File: src/design/cch_pkg.sv
`timescale 1ns / 1ps

package cch_pkg;

	localparam int MAG_W   = 16;
	localparam int OFF_W   = MAG_W + 1;
	localparam int DIFF_W  = MAG_W + 2;
	localparam int PROD_W  = 2 * DIFF_W;
	localparam int VEC_W   = PROD_W + 2;
	localparam int ANG_W   = 26;
	localparam int FRAC_W  = 16;
	localparam int DEGM_W  = ANG_W - FRAC_W;
	localparam int DEG_W   = 9;
	localparam int TAB_IW  = 5;
	localparam int CAL_W   = 16;
	localparam int IDX_W   = 1;

	localparam int ANGLE_ITERATIONS_DEF = 20;

	localparam logic signed [MAG_W-1:0] MAG_MOST_POS = 16'sh7FFF;
	localparam logic signed [MAG_W-1:0] MAG_MOST_NEG = 16'sh8000;
	localparam logic [CAL_W-1:0]        CAL_SAMPLES_RST = 16'd2000;
	localparam logic signed [ANG_W-1:0] QUARTER_TURN = 26'sd5898240;
	localparam logic [DEGM_W-1:0]       FULL_TURN = 10'd360;

	typedef enum logic [IDX_W-1:0] {
		REG_ENABLED     = 1'b0,
		REG_CAL_SAMPLES = 1'b1
	} cfg_reg_t;

	typedef enum logic [2:0] {
		S_IDLE,
		S_DIFF,
		S_MUL_Y,
		S_MUL_X,
		S_START,
		S_ROT,
		S_DONE
	} seq_state_t;

	// calibration view handed to the sequencer
	typedef struct packed {
		logic                      calibrating;
		logic signed [OFF_W-1:0]   x_off;
		logic signed [OFF_W-1:0]   y_off;
		logic signed [DIFF_W-1:0]  x_span;
		logic signed [DIFF_W-1:0]  y_span;
	} cal_t;

	// atan(2^-i) in degrees, Q16, rounded to nearest
	function automatic logic signed [ANG_W-1:0] atan_q16(input logic [TAB_IW-1:0] i);
		logic signed [ANG_W-1:0] r;
		unique case (i)
			5'd0:    r = 26'sd2949120;
			5'd1:    r = 26'sd1740967;
			5'd2:    r = 26'sd919879;
			5'd3:    r = 26'sd466945;
			5'd4:    r = 26'sd234379;
			5'd5:    r = 26'sd117304;
			5'd6:    r = 26'sd58666;
			5'd7:    r = 26'sd29335;
			5'd8:    r = 26'sd14668;
			5'd9:    r = 26'sd7334;
			5'd10:   r = 26'sd3667;
			5'd11:   r = 26'sd1833;
			5'd12:   r = 26'sd917;
			5'd13:   r = 26'sd458;
			5'd14:   r = 26'sd229;
			5'd15:   r = 26'sd115;
			5'd16:   r = 26'sd57;
			5'd17:   r = 26'sd29;
			5'd18:   r = 26'sd14;
			5'd19:   r = 26'sd7;
			5'd20:   r = 26'sd4;
			5'd21:   r = 26'sd2;
			5'd22:   r = 26'sd1;
			default: r = 26'sd0;
		endcase
		return r;
	endfunction

endpackage

File: src/design/cch_calib.sv
`timescale 1ns / 1ps

module cch_calib (
	input  logic                                 clk,
	input  logic                                 arst_n,
	input  logic                                 upd,
	input  logic signed [cch_pkg::MAG_W-1:0]     mag_x,
	input  logic signed [cch_pkg::MAG_W-1:0]     mag_y,
	input  logic [cch_pkg::CAL_W-1:0]            cal_samples,
	output cch_pkg::cal_t                        cal
);

	localparam int OFF_W = cch_pkg::OFF_W;
	localparam int DIFF_W = cch_pkg::DIFF_W;

	logic signed [cch_pkg::MAG_W-1:0] min_x_q, max_x_q, min_y_q, max_y_q;
	logic [cch_pkg::CAL_W-1:0]        seen_q;
	logic signed [cch_pkg::OFF_W-1:0] sum_x, sum_y;

	always_ff @(posedge clk or negedge arst_n) begin
		if (!arst_n) begin
			min_x_q <= cch_pkg::MAG_MOST_POS;
			max_x_q <= cch_pkg::MAG_MOST_NEG;
			min_y_q <= cch_pkg::MAG_MOST_POS;
			max_y_q <= cch_pkg::MAG_MOST_NEG;
			seen_q  <= '0;
		end else if (upd) begin
			if (mag_x < min_x_q) min_x_q <= mag_x;
			if (mag_x > max_x_q) max_x_q <= mag_x;
			if (mag_y < min_y_q) min_y_q <= mag_y;
			if (mag_y > max_y_q) max_y_q <= mag_y;
			seen_q <= seen_q + 1'b1;
		end
	end

	assign sum_x = OFF_W'(max_x_q) + OFF_W'(min_x_q);
	assign sum_y = OFF_W'(max_y_q) + OFF_W'(min_y_q);

	// halve, rounding toward zero
	always_comb begin
		cal.calibrating = seen_q < cal_samples;
		cal.x_off  = (sum_x + $signed(OFF_W'(sum_x[OFF_W-1]))) >>> 1;
		cal.y_off  = (sum_y + $signed(OFF_W'(sum_y[OFF_W-1]))) >>> 1;
		cal.x_span = DIFF_W'(max_x_q) - DIFF_W'(min_x_q);
		cal.y_span = DIFF_W'(max_y_q) - DIFF_W'(min_y_q);
	end

endmodule

File: src/design/cch_cordic.sv
`timescale 1ns / 1ps

module cch_cordic #(
	parameter int ANGLE_ITERATIONS = cch_pkg::ANGLE_ITERATIONS_DEF
) (
	input  logic                                clk,
	input  logic                                arst_n,
	input  logic                                start,
	input  logic signed [cch_pkg::VEC_W-1:0]    x_in,
	input  logic signed [cch_pkg::VEC_W-1:0]    y_in,
	output logic                                done,
	output logic [cch_pkg::DEG_W-1:0]           heading
);

	localparam int IW = (ANGLE_ITERATIONS > 1) ? $clog2(ANGLE_ITERATIONS) : 1;
	localparam logic [IW-1:0] LAST = IW'(ANGLE_ITERATIONS - 1);
	localparam int VEC_W  = cch_pkg::VEC_W;
	localparam int ANG_W  = cch_pkg::ANG_W;
	localparam int DEGM_W = cch_pkg::DEGM_W;

	logic                     busy_q, done_q, zero_q;
	logic [IW-1:0]            iter_q;
	logic signed [VEC_W-1:0]  x_q, y_q, dx, dy;
	logic signed [ANG_W-1:0]  z_q, z_mag, t_i;
	logic [DEGM_W-1:0]        deg_mag, deg;

	always_ff @(posedge clk or negedge arst_n) begin
		if (!arst_n) begin
			busy_q <= 1'b0;
			done_q <= 1'b0;
			iter_q <= '0;
		end else begin
			done_q <= 1'b0;
			if (start) begin
				busy_q <= 1'b1;
				iter_q <= '0;
			end else if (busy_q) begin
				iter_q <= iter_q + 1'b1;
				if (iter_q == LAST) begin
					busy_q <= 1'b0;
					done_q <= 1'b1;
				end
			end
		end
	end

	// one micro-rotation per cycle through the shared shifters
	assign dx  = y_q >>> iter_q;
	assign dy  = x_q >>> iter_q;
	assign t_i = cch_pkg::atan_q16(cch_pkg::TAB_IW'(iter_q));

	always_ff @(posedge clk) begin
		if (start) begin
			zero_q <= (x_in == '0) && (y_in == '0);
			if (x_in < 0) begin
				if (y_in >= 0) begin
					x_q <= y_in;
					y_q <= -x_in;
					z_q <= cch_pkg::QUARTER_TURN;
				end else begin
					x_q <= -y_in;
					y_q <= x_in;
					z_q <= -cch_pkg::QUARTER_TURN;
				end
			end else begin
				x_q <= x_in;
				y_q <= y_in;
				z_q <= '0;
			end
		end else if (busy_q) begin
			if (y_q >= 0) begin
				x_q <= x_q + dx;
				y_q <= y_q - dy;
				z_q <= z_q + t_i;
			end else begin
				x_q <= x_q - dx;
				y_q <= y_q + dy;
				z_q <= z_q - t_i;
			end
		end
	end

	// truncate toward zero, wrap negatives into 0..359
	always_comb begin
		z_mag   = z_q[ANG_W-1] ? -z_q : z_q;
		deg_mag = z_mag[ANG_W-1:cch_pkg::FRAC_W];
		if (zero_q)
			deg = '0;
		else if (z_q[ANG_W-1] && (deg_mag != '0))
			deg = cch_pkg::FULL_TURN - deg_mag;
		else
			deg = deg_mag;
	end

	assign done    = done_q;
	assign heading = deg[cch_pkg::DEG_W-1:0];

endmodule

File: src/design/calibrated_compass_heading_top.sv
`timescale 1ns / 1ps

// Channel   Handshake                 Payload
// sample    sample_valid/sample_stall mag_x, mag_y (signed 16)
// heading   heading_valid/heading_stall heading_deg (unsigned 9)
// config    cfg_valid/cfg_ready       cfg_index (1), cfg_data (16)
//
// A heading word reaches the output register after the set-up states S_DIFF
// (offsets), S_MUL_Y and S_MUL_X (two shared-multiplier products), S_START
// (CORDIC load), the CORDIC rotations and the hand-over. The next sample is
// taken once the block is back in S_IDLE. Calibration and disabled samples
// finish in S_IDLE. sample_stall is high outside S_IDLE; a finished heading
// waits in the output register, so the next sample is taken while it is
// stalled downstream, and a later heading waits in S_DONE until the register frees up.
// Reset is asynchronous, active low; no clearing pass is needed.

module calibrated_compass_heading_top #(
	parameter int ANGLE_ITERATIONS = cch_pkg::ANGLE_ITERATIONS_DEF
) (
	input  logic                              clk,
	input  logic                              arst_n,
	input  logic                              sample_valid,
	output logic                              sample_stall,
	input  logic signed [cch_pkg::MAG_W-1:0]  mag_x,
	input  logic signed [cch_pkg::MAG_W-1:0]  mag_y,
	output logic                              heading_valid,
	input  logic                              heading_stall,
	output logic [cch_pkg::DEG_W-1:0]         heading_deg,
	input  logic                              cfg_valid,
	output logic                              cfg_ready,
	input  logic [cch_pkg::IDX_W-1:0]         cfg_index,
	input  logic [cch_pkg::CAL_W-1:0]         cfg_data
);

	localparam int DIFF_W = cch_pkg::DIFF_W;
	localparam int VEC_W  = cch_pkg::VEC_W;

	cch_pkg::seq_state_t state_q, state_d;
	cch_pkg::cal_t       cal;

	logic                              enabled_q;
	logic [cch_pkg::CAL_W-1:0]         cal_samples_q;
	logic signed [cch_pkg::MAG_W-1:0]  mx_q, my_q;
	logic signed [DIFF_W-1:0]          dx_q, dy_q;
	logic signed [VEC_W-1:0]           xv_q, yv_q;
	logic signed [DIFF_W-1:0]          mul_a, mul_b;
	logic signed [cch_pkg::PROD_W-1:0] prod;
	logic                              accept, cal_upd, start, rot_done, out_free, load_out;
	logic [cch_pkg::DEG_W-1:0]         rot_heading;
	logic                              heading_valid_q;
	logic [cch_pkg::DEG_W-1:0]         heading_q;

	// config registers: writes must only arrive while idle; the block itself does not enforce this
	assign cfg_ready = 1'b1;

	always_ff @(posedge clk or negedge arst_n) begin
		if (!arst_n) begin
			enabled_q     <= 1'b1;
			cal_samples_q <= cch_pkg::CAL_SAMPLES_RST;
		end else if (cfg_valid && cfg_ready) begin
			unique case (cch_pkg::cfg_reg_t'(cfg_index))
				cch_pkg::REG_ENABLED:     enabled_q     <= cfg_data[0];
				cch_pkg::REG_CAL_SAMPLES: cal_samples_q <= cfg_data;
				default: ;
			endcase
		end
	end

	assign sample_stall = (state_q != cch_pkg::S_IDLE);
	assign accept       = sample_valid && !sample_stall;
	assign cal_upd      = accept && enabled_q && cal.calibrating;

	cch_calib u_calib (
		.clk         (clk),
		.arst_n      (arst_n),
		.upd         (cal_upd),
		.mag_x       (mag_x),
		.mag_y       (mag_y),
		.cal_samples (cal_samples_q),
		.cal         (cal)
	);

	// hold the sample, then register the offset-removed differences and both products for the heading path
	always_ff @(posedge clk) begin
		if (accept) begin
			mx_q <= mag_x;
			my_q <= mag_y;
		end
		if (state_q == cch_pkg::S_DIFF) begin
			dx_q <= DIFF_W'(mx_q) - DIFF_W'(cal.x_off);
			dy_q <= DIFF_W'(my_q) - DIFF_W'(cal.y_off);
		end
		if (state_q == cch_pkg::S_MUL_Y)
			yv_q <= VEC_W'(prod);
		if (state_q == cch_pkg::S_MUL_X)
			xv_q <= VEC_W'(prod);
	end

	// one shared multiplier, used for Y then X
	always_comb begin
		if (state_q == cch_pkg::S_MUL_Y) begin
			mul_a = dy_q;
			mul_b = cal.x_span;
		end else begin
			mul_a = dx_q;
			mul_b = cal.y_span;
		end
	end

	assign prod = mul_a * mul_b;

	assign start = (state_q == cch_pkg::S_START);

	cch_cordic #(
		.ANGLE_ITERATIONS (ANGLE_ITERATIONS)
	) u_cordic (
		.clk     (clk),
		.arst_n  (arst_n),
		.start   (start),
		.x_in    (xv_q),
		.y_in    (yv_q),
		.done    (rot_done),
		.heading (rot_heading)
	);

	assign out_free = !heading_valid_q || !heading_stall;

	always_ff @(posedge clk or negedge arst_n) begin
		if (!arst_n)
			state_q <= cch_pkg::S_IDLE;
		else
			state_q <= state_d;
	end

	always_comb begin
		state_d  = state_q;
		load_out = 1'b0;
		unique case (state_q)
			cch_pkg::S_IDLE: begin
				// drop disabled samples; calibration samples finish here
				if (accept && enabled_q && !cal.calibrating)
					state_d = cch_pkg::S_DIFF;
			end
			cch_pkg::S_DIFF:  state_d = cch_pkg::S_MUL_Y;
			cch_pkg::S_MUL_Y: state_d = cch_pkg::S_MUL_X;
			cch_pkg::S_MUL_X: state_d = cch_pkg::S_START;
			cch_pkg::S_START: state_d = cch_pkg::S_ROT;
			cch_pkg::S_ROT: begin
				if (rot_done) begin
					if (out_free) begin
						load_out = 1'b1;
						state_d  = cch_pkg::S_IDLE;
					end else begin
						state_d = cch_pkg::S_DONE;
					end
				end
			end
			cch_pkg::S_DONE: begin
				// hold until the output register frees up
				if (out_free) begin
					load_out = 1'b1;
					state_d  = cch_pkg::S_IDLE;
				end
			end
			default: state_d = cch_pkg::S_IDLE;
		endcase
	end

	// output register parts the two sides
	always_ff @(posedge clk or negedge arst_n) begin
		if (!arst_n)
			heading_valid_q <= 1'b0;
		else if (load_out)
			heading_valid_q <= 1'b1;
		else if (!heading_stall)
			heading_valid_q <= 1'b0;
	end

	always_ff @(posedge clk) begin
		if (load_out)
			heading_q <= rot_heading;
	end

	assign heading_valid = heading_valid_q;
	assign heading_deg   = heading_q;

endmodule

File: config.mk
export PLATFORM = sky130hd
export DESIGN_NAME = calibrated_compass_heading_top
export DESIGN_NICKNAME = d
export VERILOG_FILES = /design/src/design/cch_pkg.sv /design/src/design/cch_calib.sv /design/src/design/cch_cordic.sv /design/src/design/calibrated_compass_heading_top.sv
export SDC_FILE = /design/constraint.sdc
export NUM_CORES = 2
export LEC_CHECK = 0
export BUFFER_PORTS_ARGS = -buffer_cell sky130_fd_sc_hd__buf_4
export CAP_MARGIN = 20
export CORE_ASPECT_RATIO = 0.75
export CORE_MARGIN = 5
export CORE_UTILIZATION = 35
export DETAILED_ROUTE_END_ITERATION = 8
export GPL_ROUTABILITY_DRIVEN = 0
export HOLD_SLACK_MARGIN = 0.08
export PLACE_DENSITY = 0.48
export SYNTH_ARGS = -nofsm -noshare
export SYNTH_HDL_FRONTEND = slang
export SYNTH_SLANG_ARGS = --single-unit
File: constraint.sdc
create_clock -name clk -period 15.2 [get_ports clk]
set_input_delay 1.52 -clock clk [delete_from_list [all_inputs] [get_ports clk]]
set_output_delay 1.52 -clock clk [all_outputs]
set_load 0.005 [all_outputs]
* Word-level counts from Yosys, hierarchy flattened *
Memory sizes are Yosys's and may differ from the RTL's.
Index checks and enable logic that the tools add are counted.

storage, ports and cells
  memories kept = 1
  input port bits = 54
  memory bits (read-only) = 704
  register bits after elaboration = 360
  output and inout port bits = 12

operators by class
  bitwise operators = 1
  order comparisons = 8
  multiply operators = 1
  add/subtract/negate cells = 20
  multiplexer cells = 37
  shifts and indexed selects = 2
  eq/ne operators = 11
  reduce and logical (&&, ||, !) cells = 24

memories
  memory           words  bits a word  read ports  clocked after Yosys merged registers in  write ports  line           source
  (no name shown)  32     22           1           0                                        0            cch_pkg.sv:53  unique case (i)

operators with widths
  operator                                              count
  two-way mux 38 bit                                    10
  two-way mux 26 bit                                    6
  adder 38 bit                                          2
  logical NOT 38 bit                                    2
  negator 36 -> 38 bit                                  2
  >>> shifter 38 x 5 -> 38 bit                          2
  subtractor 38 bit                                     2
  subtractor 16 x 16 -> 17 bit                          4
  < comparator 16 bit                                   3
  >= comparator 38 x 1 -> 1 bit, second input constant  1
  >= comparator 36 x 1 -> 1 bit, second input constant  1
  < comparator 36 x 1 -> 1 bit, second input constant   1
  multiplier 18 x 18 -> 36 bit                          1
  two-way mux 18 bit                                    2
  adder 16 x 16 -> 17 bit                               2
  adder 17 x 2 -> 17 bit                                2
  > comparator 16 bit                                   2
  adder 26 bit                                          1
  negator 26 bit                                        1
  subtractor 26 bit                                     1
  case mux 3 bit (7 select lines)                       1
  adder 16 x 1 -> 16 bit, second input constant         1
  two-way mux 3 bit                                     4
  AND reduction 2 bit                                   6
  21 further kinds                                      44

* Depth between registers and ports, before layout *
  depth in word-level cells = 7
  gate-level depth with buffers = 38

* Hierarchy *
Synthesis repeated with hierarchy kept, for this count alone.

unflattened totals
  cells, all modules = 5296
  area, all modules = 48385.2 µm²

by module, submodules not included
  module                          area each (µm²)  cells each  times used
  cch_cordic                      19806.5          2371        1
  calibrated_compass_heading_top  19663.9          1912        1
  cch_calib                       8914.8           1013        1

* Least setup slack after synthesis *
OpenSTA, ideal clock, no wires.

  path type = reg-to-reg
  start = register state_q[1]
  end = register, netlist name xv_q[35]
  stages on the path, launching flop included = 27
  required time = 14936 ps
  period minus slack after synthesis = 9083 ps
  arrival = 8819 ps
  path slack = 6117 ps
  path through = dfrtp_1 > clkbuf_1 > inv_1 > nor3_1 > clkbuf_1 > clkbuf_1 > mux2i_1 > nor2_1 > fa_1 > fa_1 > inv_1 > fa_1 > inv_1 > fa_1 > fa_1 > inv_1 > fa_1 > inv_1 > ha_1 > a211o_1 > o211a_1 > nor3_1 > o31ai_1 > a31o_2 > a41o_1 > a21oi_1 > xnor2_1

on the way
  word-level cells in the longest chain between the ends = 3

ends and longest elaborated chain
  what                              line                                   source
  from (decl)                       calibrated_compass_heading_top.sv:38   cch_pkg::seq_state_t state_q, state_d;
  from (signal assigned)            calibrated_compass_heading_top.sv:130  state_q <= cch_pkg::S_IDLE;
  from (signal assigned)            calibrated_compass_heading_top.sv:132  state_q <= state_d;
  equality test 3 x 2 -> 1 bit (*)  calibrated_compass_heading_top.sv:101  if (state_q == cch_pkg::S_MUL_Y) begin
  two-way mux 18 bit                calibrated_compass_heading_top.sv:101
  multiplier 18 x 18 -> 36 bit (*)  calibrated_compass_heading_top.sv:110  assign prod = mul_a * mul_b;
  net prod (one bit)                calibrated_compass_heading_top.sv:47   logic signed [cch_pkg::PROD_W-1:0] prod;

The timed path passes the listed nets; every way through them passes the cells marked *.
A chain may end at the register's enable or synchronous reset.

* Worst setup path in the final report *
  start = register u_calib.min_x_q[2] (netlist bit)
  end = register, netlist name xv_q[35]

on the way
  word-level cells in the longest chain between the ends = 3

ends and longest elaborated chain
  what                          line                                   source
  from (decl)                   cch_calib.sv:16                        logic signed [cch_pkg::MAG_W-1:0] min_x_q, max_x_q, min_y_q, max_y_q;
  from (signal assigned)        cch_calib.sv:22                        min_x_q <= cch_pkg::MAG_MOST_POS;
  from (signal assigned)        cch_calib.sv:28                        if (mag_x < min_x_q) min_x_q <= mag_x;
  subtractor 16 x 16 -> 17 bit  cch_calib.sv:44                        cal.x_span = DIFF_W'(max_x_q) - DIFF_W'(min_x_q);
  two-way mux 18 bit            calibrated_compass_heading_top.sv:101
  multiplier 18 x 18 -> 36 bit  calibrated_compass_heading_top.sv:110
  net prod (one bit)            calibrated_compass_heading_top.sv:47

The timed path passes the listed nets, and every way through them passes these cells.

==> impl_metrics.toml <==
[finish]
nets = 5684
area_growth_pct = 8.31
stdcell_count = 6698
layout-drive-gt1-share_pct = 9.91

[timing]
setup_violations = 0
fmax_mhz = 98.8
fin_crit_ns = 10.12
fin_tns_setup_ns = 0
rsz0062_at_grt = "no"
final.setup_skew_ns = 0.0558
worstMarginPinSlew_ns = 1.09
slew_viol_final = 0
finalHoldViolCount = 0
slew-limit-headroom_pct = 25.2
post-route-period-util_pct = 66.6

[setup_path]
r2r-end = "xv_q[35]"
setup.worst_path.end_class = "flop"
crit_family = "compound AO/OA/AOI/OAI gates"
r2r_cells = 35
required_ns = 15.49
crit_start = "u_calib.min_x_q[2]"
crit_slowest_cell = "a2111oi_0"
regToRegSetupSlack_ns = 5.08
cp_common_cell = "fa_1"
worstSetupPathType = "flop to flop"
arrival_ns = 10.42
r2r_start = "u_calib.min_x_q[2]"
critPathBufInv = 5
startpoint_type = "flop"
cp_max_fo = 35
path_depth = 35
slowest_delay_ns = 0.80

[cts]
htree_levels = 2
clkTransAtPathRegs_ns = 0.06
cts_setup_buffers = 0
cts_tree = "built"
clk_latency_ns = 0.63
cts_buffers = 43
holdBufCountCts = 0
cts-root-buf = "clkbuf_16"
cts_buffer_depth = 3
numClockSinks = 358
post_cts_resized = 0

[synthesis]
synth_top_family_by_area = "adder cells"
syn-num-nets = 5727
synth_top_area_cell = "edfxtp_1"
synth_area_leaders = "edfxtp_1 (16%), fa_1 (14%), ha_1 (10%)"
synth_seq_cells = 358
yosys_warnings = 0
synth_edf_count = 250
synthXorXnorAreaFrac_pct = 7.54
synth.distinct_cells = 108
syn_inst = 4966
synth_compound_area_share_pct = 15.1
yosysTopAreaCellShare_pct = 16.5
syn_area_sq_um = 45500
seq_area_frac_synth_pct = 22.5
avgSynthCellArea_sq_um = 9.17
synth-simple-area-share_pct = 14.5
synth-main-ff-cell = "edfxtp_1"
synth_fa_ha_area_share_pct = 24.8
muxShareOfSynthArea_pct = 9.08
synthArstFlopShare_pct = 30.2

[detailed_routing]
viasPerCell = 5.46
vias = 36600
wl_per_cell_um = 21.1
drc = 0
final_antenna_net_count = 0
firstDrtPassIters = 6
routed_wl_um = 141000
drt_iter0_markers = 3325

[global_route]
overflow = 0
gr-usage-all-layers_pct = 20.4
grt_pass1_wl_um = 221000
grt_antenna_before_repair = 6
grt_pass1_vias = 35800
grt_max_degree = 82

[placement]
dp.cells = 6618
port-buffer-count = 64
post-dp-hpwl_um = 112000

[floorplan]
die_w_um = 426
die_h_um = 322
core_area_sq_um = 129000
fp-row-count = 114
die-area_sq_um = 137000
initial_utilization_pct = 35.3
ioPinCount = 66

[flow_run]
max-cap-violations = 0

[min_path]
hold_start = "u_calib.seen_q[4]"
worst_hold_path_type = "flop to flop"
min_path_cells = 1
min_to = "u_calib.seen_q[4]"

[status]
status = "completed"
[cells in the mapped netlist (136+ instances only)]
library cell	number
a21oi_1	259
clkbuf_1	159
fa_1	328
nor2_1	389
mux2_2	136
o21ai_0	228
inv_1	534
xor2_1	148
ha_1	379
nand2_1	489
edfxtp_1	250
xnor2_1	244
[sequential cells by signal, indices dropped and copies added (netlist names), 17 cells and up]
signal and flops:
dx_q 17, dy_q 17, u_cordic.x_q 38, u_cordic.y_q 38
u_cordic.z_q 26, xv_q 36, yv_q 36
[cells by family (layout without fill, tap and decap cells)]
group,Yosys count,in the layout
muxes,298,298
and+or+nand+nor,1416,1416
DFF,358,358
AOI/OAI and AO/OA,1044,1044
adders and majority gates,707,707
buffers and inverters,750,741
xor gates and xnor gates,392,392
other,1,2
[metal layers]
| layer | track usage [%] | vias up | share of wire, % |
|---|---|---|---|
| met1 | 32.4 | 18100 | 51 |
| met3 | 2.94 | 140 | 6.2 |
| met2 | 29.5 | 1023 | 41 |
| met5 | 0 | - | 0.018 |
| li1 | - | 17300 | - |
| met4 | 3.78 | 4 | 1.8 |
[how the worst max path moves through the flow]
stage / endpoint / slack, ns
final: xv_q[35] / 5.08
after global placement: xv_q[35] / 5.11
after CTS: xv_q[35] / 4.99
after global routing: xv_q[35] / 4.35
after detailed placement: xv_q[35] / 5.09
after floorplan: xv_q[35] / 6.12
[layout make-up]
cell class	count	area [sq um]
Fill cell	13000	79800
Multi-Input combinational cell	3858	32400
Sequential cell	358	10300
Tap cell	1740	2180
Inverter	540	2030
Clock buffer	55	1170
Timing Repair Buffer	122	916
Clock inverter	24	327
Antenna cell	1	2.50
[per-stage QoR]
step	hold slack [ns]	utilization, %	setup WS, ns	cell area, sq um
final	0.505	38.2	5.08	49300
after global placement	0.489	37.0	5.11	47800
after global routing	0.524	38.2	4.35	49300
after CTS	0.506	38.2	4.99	49300
after detailed placement	0.494	37.0	5.09	47800
after floorplan	0.446	-	6.12	45500
[cell usage in the layout, fill, tap and decap left out, types with 35 or more instances in the layout]
| cell | netlist | routed |
|---|---|---|
| o31ai_1 | 35 | 35 |
| xnor2_1 | 244 | 244 |
| mux2i_1 | 84 | 84 |
| clkbuf_16 | 0 | 44 |
| xor2_1 | 148 | 148 |
| mux2_2 | 136 | 136 |
| o21a_1 | 42 | 42 |
| nand3_1 | 78 | 78 |
| o21ai_0 | 228 | 228 |
| a21o_1 | 84 | 84 |
| nor3_1 | 96 | 92 |
| nand2_1 | 489 | 487 |
| or3_1 | 40 | 40 |
| nand2b_1 | 65 | 65 |
| o21bai_1 | 35 | 35 |
| a21oi_1 | 259 | 259 |
| and2_1 | 36 | 36 |
| buf_4 | 4 | 122 |
| edfxtp_1 | 250 | 250 |
| dfstp_2 | 39 | 39 |
| o211ai_1 | 72 | 72 |
| nor2b_1 | 59 | 59 |
| mux4_2 | 67 | 67 |
| inv_1 | 534 | 533 |
| dfrtp_1 | 69 | 64 |
| ha_1 | 379 | 379 |
| nor2_1 | 389 | 388 |
| fa_1 | 328 | 328 |
Power is not shown: default switching activity piles up to over one toggle a cycle in this logic, so the estimate is an artifact.
